[config.mk]
export PLATFORM = sky130hd
export DESIGN_NAME = preemptive_task_queue_core
export DESIGN_NICKNAME = d
export VERILOG_FILES = /design/src/hdl/ptq_pkg.sv /design/src/hdl/ptq_cell.sv /design/src/hdl/preemptive_task_queue_core.sv
export SDC_FILE = /design/constraint.sdc
export NUM_CORES = 2
export LEC_CHECK = 0
export BUFFER_PORTS_ARGS = -buffer_cell sky130_fd_sc_hd__buf_2
export CAP_MARGIN = 0
export CELL_PAD_IN_SITES_DETAIL_PLACEMENT = 0
export CELL_PAD_IN_SITES_GLOBAL_PLACEMENT = 2
export CORE_MARGIN = 3
export CORE_UTILIZATION = 30
export DETAILED_ROUTE_END_ITERATION = 8
export MAX_ROUTING_LAYER = met4
export PLACE_DENSITY = 0.59
export SYNTH_ARGS = -nofsm -noshare
export SYNTH_HDL_FRONTEND = slang
export SYNTH_HIERARCHICAL = 1
export SYNTH_SLANG_ARGS = --single-unit
[constraint.sdc]
create_clock -name clk_i -period 14.1 [get_ports clk_i]
set_clock_uncertainty 0.15 [all_clocks]
set_input_delay 0.705 -clock clk_i [delete_from_list [all_inputs] [get_ports clk_i]]
set_output_delay 0.705 -clock clk_i [all_outputs]
set_load 0.02 [all_outputs]
[src/hdl/ptq_pkg.sv]
// shared types and constants of the preemptive task queue
package ptq_pkg;

  localparam int unsigned QUEUE_DEPTH_DEF = 16;
  localparam int unsigned ID_WIDTH_DEF    = 32;
  localparam int unsigned TYPE_COUNT_DEF  = 16;

  localparam int unsigned TYPE_W    = 4;
  localparam int unsigned TGT_W     = 32;
  localparam int unsigned MASK_W    = 16;
  localparam int unsigned WAIT_W    = 5;
  localparam logic [MASK_W-1:0] MASK_RESET = 16'hFFFF;

  typedef enum logic [1:0] {
    KIND_ADD    = 2'd0,
    KIND_DELETE = 2'd1,
    KIND_FINISH = 2'd2
  } ptq_kind_e;

  typedef enum logic [1:0] {
    MODE_TAIL    = 2'd0,
    MODE_PREEMPT = 2'd1,
    MODE_CLEAR   = 2'd2
  } ptq_mode_e;

  typedef enum logic [1:0] {
    ST_OK        = 2'd0,
    ST_NOT_FOUND = 2'd1,
    ST_FULL      = 2'd2
  } ptq_status_e;

  typedef enum logic [1:0] {
    OP_HOLD    = 2'd0,
    OP_PREPEND = 2'd1,
    OP_REMOVE  = 2'd2,
    OP_APPEND  = 2'd3
  } ptq_op_e;

  typedef struct packed {
    ptq_op_e op;
    logic    tgt_ok;
  } ptq_cell_ctrl_t;

endpackage

[src/hdl/ptq_cell.sv]
// one queue cell: holds a waiting task, matches ids and shifts with its neighbors
module ptq_cell import ptq_pkg::*; #(
  parameter int unsigned IdW = ID_WIDTH_DEF
) (
  input  logic                        clk_i,
  input  ptq_cell_ctrl_t              ctrl_i,
  input  logic [IdW-1:0]              tgt_id_i,
  input  logic [IdW+TYPE_W:0]         ins_i,
  input  logic [IdW+TYPE_W:0]         left_i,
  input  logic [IdW+TYPE_W:0]         right_i,
  input  logic                        occ_i,
  input  logic                        occ_prev_i,
  input  logic                        hit_i,
  output logic                        hit_o,
  output logic [IdW+TYPE_W:0]         entry_o
);

  localparam int unsigned EntryW = IdW + TYPE_W + 1;

  logic [EntryW-1:0] entry_q, entry_d;
  logic              match;

  assign match   = occ_i && ctrl_i.tgt_ok && (entry_q[EntryW-1 -: IdW] == tgt_id_i);
  assign hit_o   = hit_i | match;
  assign entry_o = entry_q;

  always_comb begin
    entry_d = entry_q;
    case (ctrl_i.op)
      OP_PREPEND: entry_d = left_i;
      OP_REMOVE: begin
        if (hit_o) entry_d = right_i;
      end
      OP_APPEND: begin
        if (occ_prev_i && !occ_i) entry_d = ins_i;
      end
      default: entry_d = entry_q;
    endcase
  end

  always_ff @(posedge clk_i) begin
    entry_q <= entry_d;
  end

endmodule

[src/hdl/preemptive_task_queue_core.sv]
// top level of the preemptive task queue: current slot, id counter and chain of queue cells
//
//  channel  direction  handshake                payload
//  in       in         in_valid_i / in_stall_o  kind, preempt_mode, can_be_preempted,
//                                               task_type, target_id
//  out      out        out_valid_o / out_stall_i assigned_id, status, stop_*, start_*,
//                                               dispatch_ok, running, waiting_count
//  cfg      in         cfg_valid_i / cfg_ready_o registered_type_mask (cfg_data_i)
//
//  a taken item's result beat is in the output register on the next cycle
//  a new item is taken each cycle while the output register is empty or being drained
//  the cell chain matches ids and finds the first hit combinationally and registers shifts
//  reset clears the current slot, the id counter, the queue count and the output valid
//  in_stall_o is high only while a result beat waits and out_stall_i is high
module preemptive_task_queue_core import ptq_pkg::*; #(
  parameter int unsigned QUEUE_DEPTH = QUEUE_DEPTH_DEF,
  parameter int unsigned ID_WIDTH    = ID_WIDTH_DEF,
  parameter int unsigned TYPE_COUNT  = TYPE_COUNT_DEF
) (
  input  logic              clk_i,
  input  logic              rst_ni,
  input  logic              in_valid_i,
  output logic              in_stall_o,
  input  logic [1:0]        kind_i,
  input  logic [1:0]        preempt_mode_i,
  input  logic              can_be_preempted_i,
  input  logic [TYPE_W-1:0] task_type_i,
  input  logic [TGT_W-1:0]  target_id_i,
  output logic              out_valid_o,
  input  logic              out_stall_i,
  output logic [TGT_W-1:0]  assigned_id_o,
  output logic [1:0]        status_o,
  output logic              stop_valid_o,
  output logic [TGT_W-1:0]  stop_id_o,
  output logic [TYPE_W-1:0] stop_type_o,
  output logic              start_valid_o,
  output logic [TGT_W-1:0]  start_id_o,
  output logic [TYPE_W-1:0] start_type_o,
  output logic              dispatch_ok_o,
  output logic              running_o,
  output logic [WAIT_W-1:0] waiting_count_o,
  input  logic              cfg_valid_i,
  output logic              cfg_ready_o,
  input  logic [MASK_W-1:0] cfg_data_i
);

  localparam int unsigned CntW   = $clog2(QUEUE_DEPTH + 1);
  localparam int unsigned EntryW = ID_WIDTH + TYPE_W + 1;

  logic                  accept;
  logic [MASK_W-1:0]     mask_q;
  logic [ID_WIDTH-1:0]   ctr_q, ctr_d, new_id;
  logic                  cur_valid_q, cur_valid_d;
  logic [ID_WIDTH-1:0]   cur_id_q, cur_id_d;
  logic [TYPE_W-1:0]     cur_type_q, cur_type_d;
  logic                  cur_pre_q, cur_pre_d;
  logic [CntW-1:0]       count_q, count_d;

  logic [ID_WIDTH-1:0]   tgt_cmp;
  logic                  tgt_ok, cur_hit, seed, q_hit, full, need_slot;
  logic [EntryW-1:0]     new_ent, cur_ent, ins_ent, start_ent;
  logic [EntryW-1:0]     ent [QUEUE_DEPTH];
  logic [QUEUE_DEPTH-1:0] occ;
  logic [QUEUE_DEPTH:0]  hit;
  ptq_op_e               op;
  ptq_cell_ctrl_t        ctrl;

  ptq_status_e           status;
  logic [ID_WIDTH-1:0]   assigned;
  logic                  stop_v, start_v, disp_ok;

  logic                  out_valid_q;
  logic [TGT_W-1:0]      out_assigned_q, out_stop_id_q, out_start_id_q;
  ptq_status_e           out_status_q;
  logic                  out_stop_v_q, out_start_v_q, out_disp_ok_q, out_running_q;
  logic [TYPE_W-1:0]     out_stop_type_q, out_start_type_q;
  logic [WAIT_W-1:0]     out_wait_q;

  assign in_stall_o  = out_valid_q & out_stall_i;
  assign accept      = in_valid_i & ~in_stall_o;
  assign cfg_ready_o = 1'b1;

  // target compare: bits above the id width must be zero
  assign tgt_cmp   = ID_WIDTH'(target_id_i);
  assign tgt_ok    = ((target_id_i >> ID_WIDTH) == '0);
  assign cur_hit   = cur_valid_q && tgt_ok && (cur_id_q == tgt_cmp);
  assign seed      = ((kind_i == KIND_DELETE) || (kind_i == KIND_FINISH)) && cur_hit;
  assign q_hit     = hit[QUEUE_DEPTH];
  assign full      = (count_q == CntW'(QUEUE_DEPTH));
  assign need_slot = cur_valid_q && (preempt_mode_i != MODE_CLEAR);
  assign new_id    = ctr_q + ID_WIDTH'(1);
  assign new_ent   = {new_id, task_type_i, can_be_preempted_i};
  assign cur_ent   = {cur_id_q, cur_type_q, cur_pre_q};

  assign hit[0]    = seed;
  assign ctrl.op     = accept ? op : OP_HOLD;
  assign ctrl.tgt_ok = tgt_ok;

  for (genvar i = 0; i < QUEUE_DEPTH; i++) begin : g_cell
    logic [EntryW-1:0] left, right;
    logic              occ_prev;

    assign occ[i] = (CntW'(i) < count_q);
    if (i == 0) begin : g_first
      assign left     = ins_ent;
      assign occ_prev = 1'b1;
    end else begin : g_mid
      assign left     = ent[i-1];
      assign occ_prev = occ[i-1];
    end
    if (i == QUEUE_DEPTH - 1) begin : g_last
      assign right = ent[i];
    end else begin : g_inner
      assign right = ent[i+1];
    end

    ptq_cell #(.IdW(ID_WIDTH)) u_cell (
      .clk_i      (clk_i),
      .ctrl_i     (ctrl),
      .tgt_id_i   (tgt_cmp),
      .ins_i      (ins_ent),
      .left_i     (left),
      .right_i    (right),
      .occ_i      (occ[i]),
      .occ_prev_i (occ_prev),
      .hit_i      (hit[i]),
      .hit_o      (hit[i+1]),
      .entry_o    (ent[i])
    );
  end

  always_comb begin
    op          = OP_HOLD;
    ins_ent     = new_ent;
    start_ent   = new_ent;
    status      = ST_OK;
    assigned    = '0;
    stop_v      = 1'b0;
    start_v     = 1'b0;
    ctr_d       = ctr_q;
    cur_valid_d = cur_valid_q;
    count_d     = count_q;
    case (kind_i)
      KIND_ADD: begin
        if (need_slot && full) begin
          status = ST_FULL;
        end else begin
          ctr_d    = new_id;
          assigned = new_id;
          if (!cur_valid_q) begin
            start_v = 1'b1;
          end else begin
            case (preempt_mode_i)
              MODE_PREEMPT: begin
                op      = OP_PREPEND;
                count_d = count_q + CntW'(1);
                if (cur_pre_q) begin
                  stop_v  = 1'b1;
                  start_v = 1'b1;
                  ins_ent = cur_ent;
                end
              end
              MODE_CLEAR: begin
                if (cur_pre_q) begin
                  stop_v  = 1'b1;
                  start_v = 1'b1;
                  count_d = '0;
                end else begin
                  op      = OP_PREPEND;
                  count_d = CntW'(1);
                end
              end
              default: begin
                op      = OP_APPEND;
                count_d = count_q + CntW'(1);
              end
            endcase
          end
        end
      end
      KIND_DELETE, KIND_FINISH: begin
        if (cur_hit) begin
          stop_v = (kind_i == KIND_DELETE);
          if (count_q != '0) begin
            start_v   = 1'b1;
            start_ent = ent[0];
            op        = OP_REMOVE;
            count_d   = count_q - CntW'(1);
          end else begin
            cur_valid_d = 1'b0;
          end
        end else if (q_hit) begin
          op      = OP_REMOVE;
          count_d = count_q - CntW'(1);
        end else begin
          status = ST_NOT_FOUND;
        end
      end
      default: ;
    endcase
    if (start_v) cur_valid_d = 1'b1;
    cur_id_d   = start_v ? start_ent[EntryW-1 -: ID_WIDTH] : cur_id_q;
    cur_type_d = start_v ? start_ent[TYPE_W:1] : cur_type_q;
    cur_pre_d  = start_v ? start_ent[0] : cur_pre_q;
    disp_ok    = start_v && (int'(start_ent[TYPE_W:1]) < TYPE_COUNT)
                 && mask_q[start_ent[TYPE_W:1]];
  end

  always_ff @(posedge clk_i or negedge rst_ni) begin
    if (!rst_ni) begin
      mask_q      <= MASK_RESET;
      ctr_q       <= '0;
      cur_valid_q <= 1'b0;
      cur_id_q    <= '0;
      cur_type_q  <= '0;
      cur_pre_q   <= 1'b0;
      count_q     <= '0;
      out_valid_q <= 1'b0;
    end else begin
      if (cfg_valid_i && cfg_ready_o) mask_q <= cfg_data_i;
      if (accept) begin
        ctr_q       <= ctr_d;
        cur_valid_q <= cur_valid_d;
        cur_id_q    <= cur_id_d;
        cur_type_q  <= cur_type_d;
        cur_pre_q   <= cur_pre_d;
        count_q     <= count_d;
        out_valid_q <= 1'b1;
      end else if (!out_stall_i) begin
        out_valid_q <= 1'b0;
      end
    end
  end

  // result beat payload
  always_ff @(posedge clk_i) begin
    if (accept) begin
      out_assigned_q   <= TGT_W'(assigned);
      out_status_q     <= status;
      out_stop_v_q     <= stop_v;
      out_stop_id_q    <= stop_v ? TGT_W'(cur_id_q) : '0;
      out_stop_type_q  <= stop_v ? cur_type_q : '0;
      out_start_v_q    <= start_v;
      out_start_id_q   <= start_v ? TGT_W'(start_ent[EntryW-1 -: ID_WIDTH]) : '0;
      out_start_type_q <= start_v ? start_ent[TYPE_W:1] : '0;
      out_disp_ok_q    <= disp_ok;
      out_running_q    <= cur_valid_d;
      out_wait_q       <= WAIT_W'(count_d);
    end
  end

  assign out_valid_o     = out_valid_q;
  assign assigned_id_o   = out_assigned_q;
  assign status_o        = out_status_q;
  assign stop_valid_o    = out_stop_v_q;
  assign stop_id_o       = out_stop_id_q;
  assign stop_type_o     = out_stop_type_q;
  assign start_valid_o   = out_start_v_q;
  assign start_id_o      = out_start_id_q;
  assign start_type_o    = out_start_type_q;
  assign dispatch_ok_o   = out_disp_ok_q;
  assign running_o       = out_running_q;
  assign waiting_count_o = out_wait_q;

  a_count_bound: assert property (@(posedge clk_i) disable iff (!rst_ni)
    count_q <= CntW'(QUEUE_DEPTH))
    else $error("queue count above depth");

  a_queue_needs_current: assert property (@(posedge clk_i) disable iff (!rst_ni)
    (count_q != '0) |-> cur_valid_q)
    else $error("waiting tasks with no current task");

  a_full_keeps_state: assert property (@(posedge clk_i) disable iff (!rst_ni)
    (accept && status == ST_FULL) |=> ($stable(count_q) && $stable(ctr_q)))
    else $error("rejected add changed state");

  a_start_running: assert property (@(posedge clk_i) disable iff (!rst_ni)
    (out_valid_q && out_start_v_q) |-> out_running_q)
    else $error("task started but not running");

  a_notfound_quiet: assert property (@(posedge clk_i) disable iff (!rst_ni)
    (accept && status == ST_NOT_FOUND) |=> $stable(count_q) && $stable(cur_valid_q))
    else $error("missed id changed state");

endmodule

==> impl_metrics.ini <==
[status]
outcome = finished, final reports clean

[cells_and_area]
layout_common_cells = nand2_1, edfxtp_1, a22oi_1
final-instance-count-excl-fill = 6563
layout_commonest_cell = nand2_1
fillCellCount = 15120
fin_nets = 4666
final_area_mm2 = 0.05142
drive_above_1_share = 0.1289
area_growth_pct = 16.12

[setup_path]
start_kind = primary input
slowest_stage = ha_1
worstSetupPathType = in -> reg
max_stage_delay_ns = 1.02
path_delay_family = simple AND/OR/NAND/NOR gates
crit_path_end_kind = flip-flop
cp.buffers_inverters = 21
required_ns = 14.33
critPathMaxFanout = 37
critical_path_arrival_ns = 8.98

[sta]
tightest_slew_ns = 1.390
rsz0062_at_grt = false
fin_crit_ns = 8.750
final_hold_viol_count = 0
maxSlewHeadroom = 0.06335
fmax_ghz = 0.1143
totalNegativeSetupSlack_ns = 0
drv_slew = 0
finalCritPeriodShare = 0.6205
finalSetupViolations = 0

[power_and_ir_drop]
pwr_density_cell_mw_per_mm2 = 123.7
vdd_drop_max_uv = 93.84
combPwrFrac = 0.137
swShare = 0.2948
p_leak_nw = 20.14
p_switching_mw = 1.875
seq_power_share = 0.462
clkPwrFrac = 0.401
internal-power_mw = 4.485

[synthesis]
synth_area_leaders = edfxtp_1, nand2_1, a22oi_1, xor2_1, dfrtp_1
yosysUniqueCellTypes = 60
ys_seq_area_frac = 0.5319
synth_edf_count = 707
synth_top_area_frac = 0.4794
synth-simple-area-share = 0.1772
synth_seq_cells = 799
synth-xor-area-share = 0.1187
synthMuxAreaShare = 0.008420
async_flop_share = 0.1151
synth_top_area_cell = edfxtp_1
syn_avg_cell_area_um2 = 10.14
synth_fa_ha_area_frac = 0.01187
synth_area_mm2 = 0.04428
synth_top_family_by_area = simple AND/OR/NAND/NOR gates
synth-compound-area-share = 0.1258
ys_warn_count = 6
syn_inst = 4369
ys.flop_type = edfxtp_1

[clocking]
cts_num_sinks = 799
clock_path_buffers = 3
cts_buffers = 100
cts-root-buf = clkbuf_16
cts_setup_buffers = 0
h-tree-depth = 3
clk_pin_slew_ns = 0.06
tritoncts = yes
insertion_delay_ns = 0.73

[floorplan]
pin_count = 180
die_h_um = 390.2
core_area_mm2 = 0.1461
num_rows = 140
die_w_um = 390.2
dieArea_mm2 = 0.1523
start_util = 0.3031

[placement]
port_buffers = 178
place_area_mm2 = 0.04825
dpl.cell_count = 6376
dp_hpwl_um = 126800
gp_congestion = 0.8558

[route]
num_vias = 34700
drtIter0Drc = 2792
wl_per_cell_um = 26.59
dr.pass1.iters = 5
drcViolationCount = 0
antenna_left = 0
routed_wl_um = 174500
via_per_inst = 5.287

[global_routing]
grt-ovfl-total = 0
antenna_found_initial = 17
grt_pass1_wl_um = 256000
track_usage = 0.2325
grt_max_degree = 75
first_global_vias = 35550

[job]
maxCapViolCount = 0

[min_path]
min_path_type = in -> reg
==> final timing paths <==
path                            startpoint                            end  slack, ns  cells after the start
max                        target_id_i[19]  g_cell[11].u_cell/entry_o[29]       5.35                     49
min                             in_valid_i                    out_valid_o       0.09                      2
max reg2reg                   cur_id_q[27]  g_cell[11].u_cell/entry_o[29]       5.44                     48
min reg2reg                      ctr_q[31]                      ctr_q[31]       0.34                      1
max in group asynchronous           rst_ni                   cur_id_q[14]      12.13                      3
min in group asynchronous           rst_ni                     count_q[0]       0.33                      2
==> worst register-to-register path: cells and delay by family, from the launching register on <==
kind	cells	cell delay, ns
fa+ha+maj	1	1.04
compound gates	3	0.59
flops	1	0.50
buf+inv	20	2.40
xor+xnor	1	0.20
mux	1	0.26
simple gates	22	3.11
==> cell usage after synthesis, types with 26 or more instances <==
library cell,number
edfxtp_1,707
nand2_1,1325
and2_1,38
o21ai_0,80
mux2_2,26
a31oi_1,34
a21oi_1,41
nor4_1,104
a22oi_1,593
dfrtp_1,76
inv_1,72
clkbuf_1,214
nor2_1,168
xnor2_1,117
ha_1,42
xor2_1,483
nand3_1,40
==> stage by stage <==
step                total power [mW]  utilization  setup slack, ns  hold WS, ns
floorplan                      3.414            -            4.840       0.2594
detailed placement             3.865       0.3303            4.686       0.3264
finish                         6.360       0.3520            5.350      0.08541
global route                   6.625       0.3519            4.771      0.07511
CTS                            6.455       0.3519            5.397      0.02648
global placement               3.861       0.3303            4.601       0.3236
==> state kept, by name, indices dropped and copies added, names as in the netlist, 5 cells and up <==
| register | cells |
|---|---|
| g_cell.u_cell/entry_o | 592 |
| waiting_count_o | 5 |
| stop_id_o | 32 |
| cur_id_q | 32 |
| assigned_id_o | 32 |
| ctr_q | 32 |
| mask_q | 16 |
| count_q | 5 |
| start_id_o | 32 |
==> metal layers <==
metal	share of wire	GRT usage	wire (um)	up-vias
met5	0	-	0	-
met4	0.016	0.04859	2878	0
met1	0.48	0.3285	83600	17660
li1	-	-	-	15980
met3	0.054	0.03737	9453	191
met2	0.45	0.3524	78590	863
==> what timing repair did <==
item                                   4_1_cts  5_1_grt
hold buffers                                 1        0
setup endpoints to repair                    0        0
endpoints found under the hold margin       10        0
resized for setup                            0        0
==> power by group through the flow <==
| stage | combinational (mW) | clock (mW) | sequential [mW] |
|---|---|---|---|
| 5_1_grt | 0.957 | 2.71 | 2.95 |
| 3_3_place_gp | 0.872 | 0 | 2.99 |
| 2_1_floorplan | 0.484 | 0 | 2.93 |
| 4_1_cts | 0.880 | 2.63 | 2.94 |
| 3_5_place_dp | 0.877 | 0 | 2.99 |
| 6_report | 0.873 | 2.55 | 2.94 |
==> area by class of cell <==
type / instances / area [um^2] / area share
tap: 1917 / 2399 / 0.04665
inverter: 73 / 276.5 / 0.005378
clock buffer: 135 / 2664 / 0.05180
multi-input combinational: 3285 / 20190 / 0.3927
sequential: 799 / 23550 / 0.4580
clock inverter: 45 / 485.5 / 0.009441
antenna: 6 / 15.01 / 0.0002920
timing repair buffer: 303 / 1834 / 0.03567
==> logic make-up after synthesis <==
| group | after synthesis |
|---|---|
| mux | 34 |
| flops | 799 |
| fa+ha+maj | 42 |
| xor+xnor | 600 |
| other cells | 1 |
| compound gates | 786 |
| simple gates | 1805 |
| buf+inv | 302 |
Power figures use the tool's default switching activity.
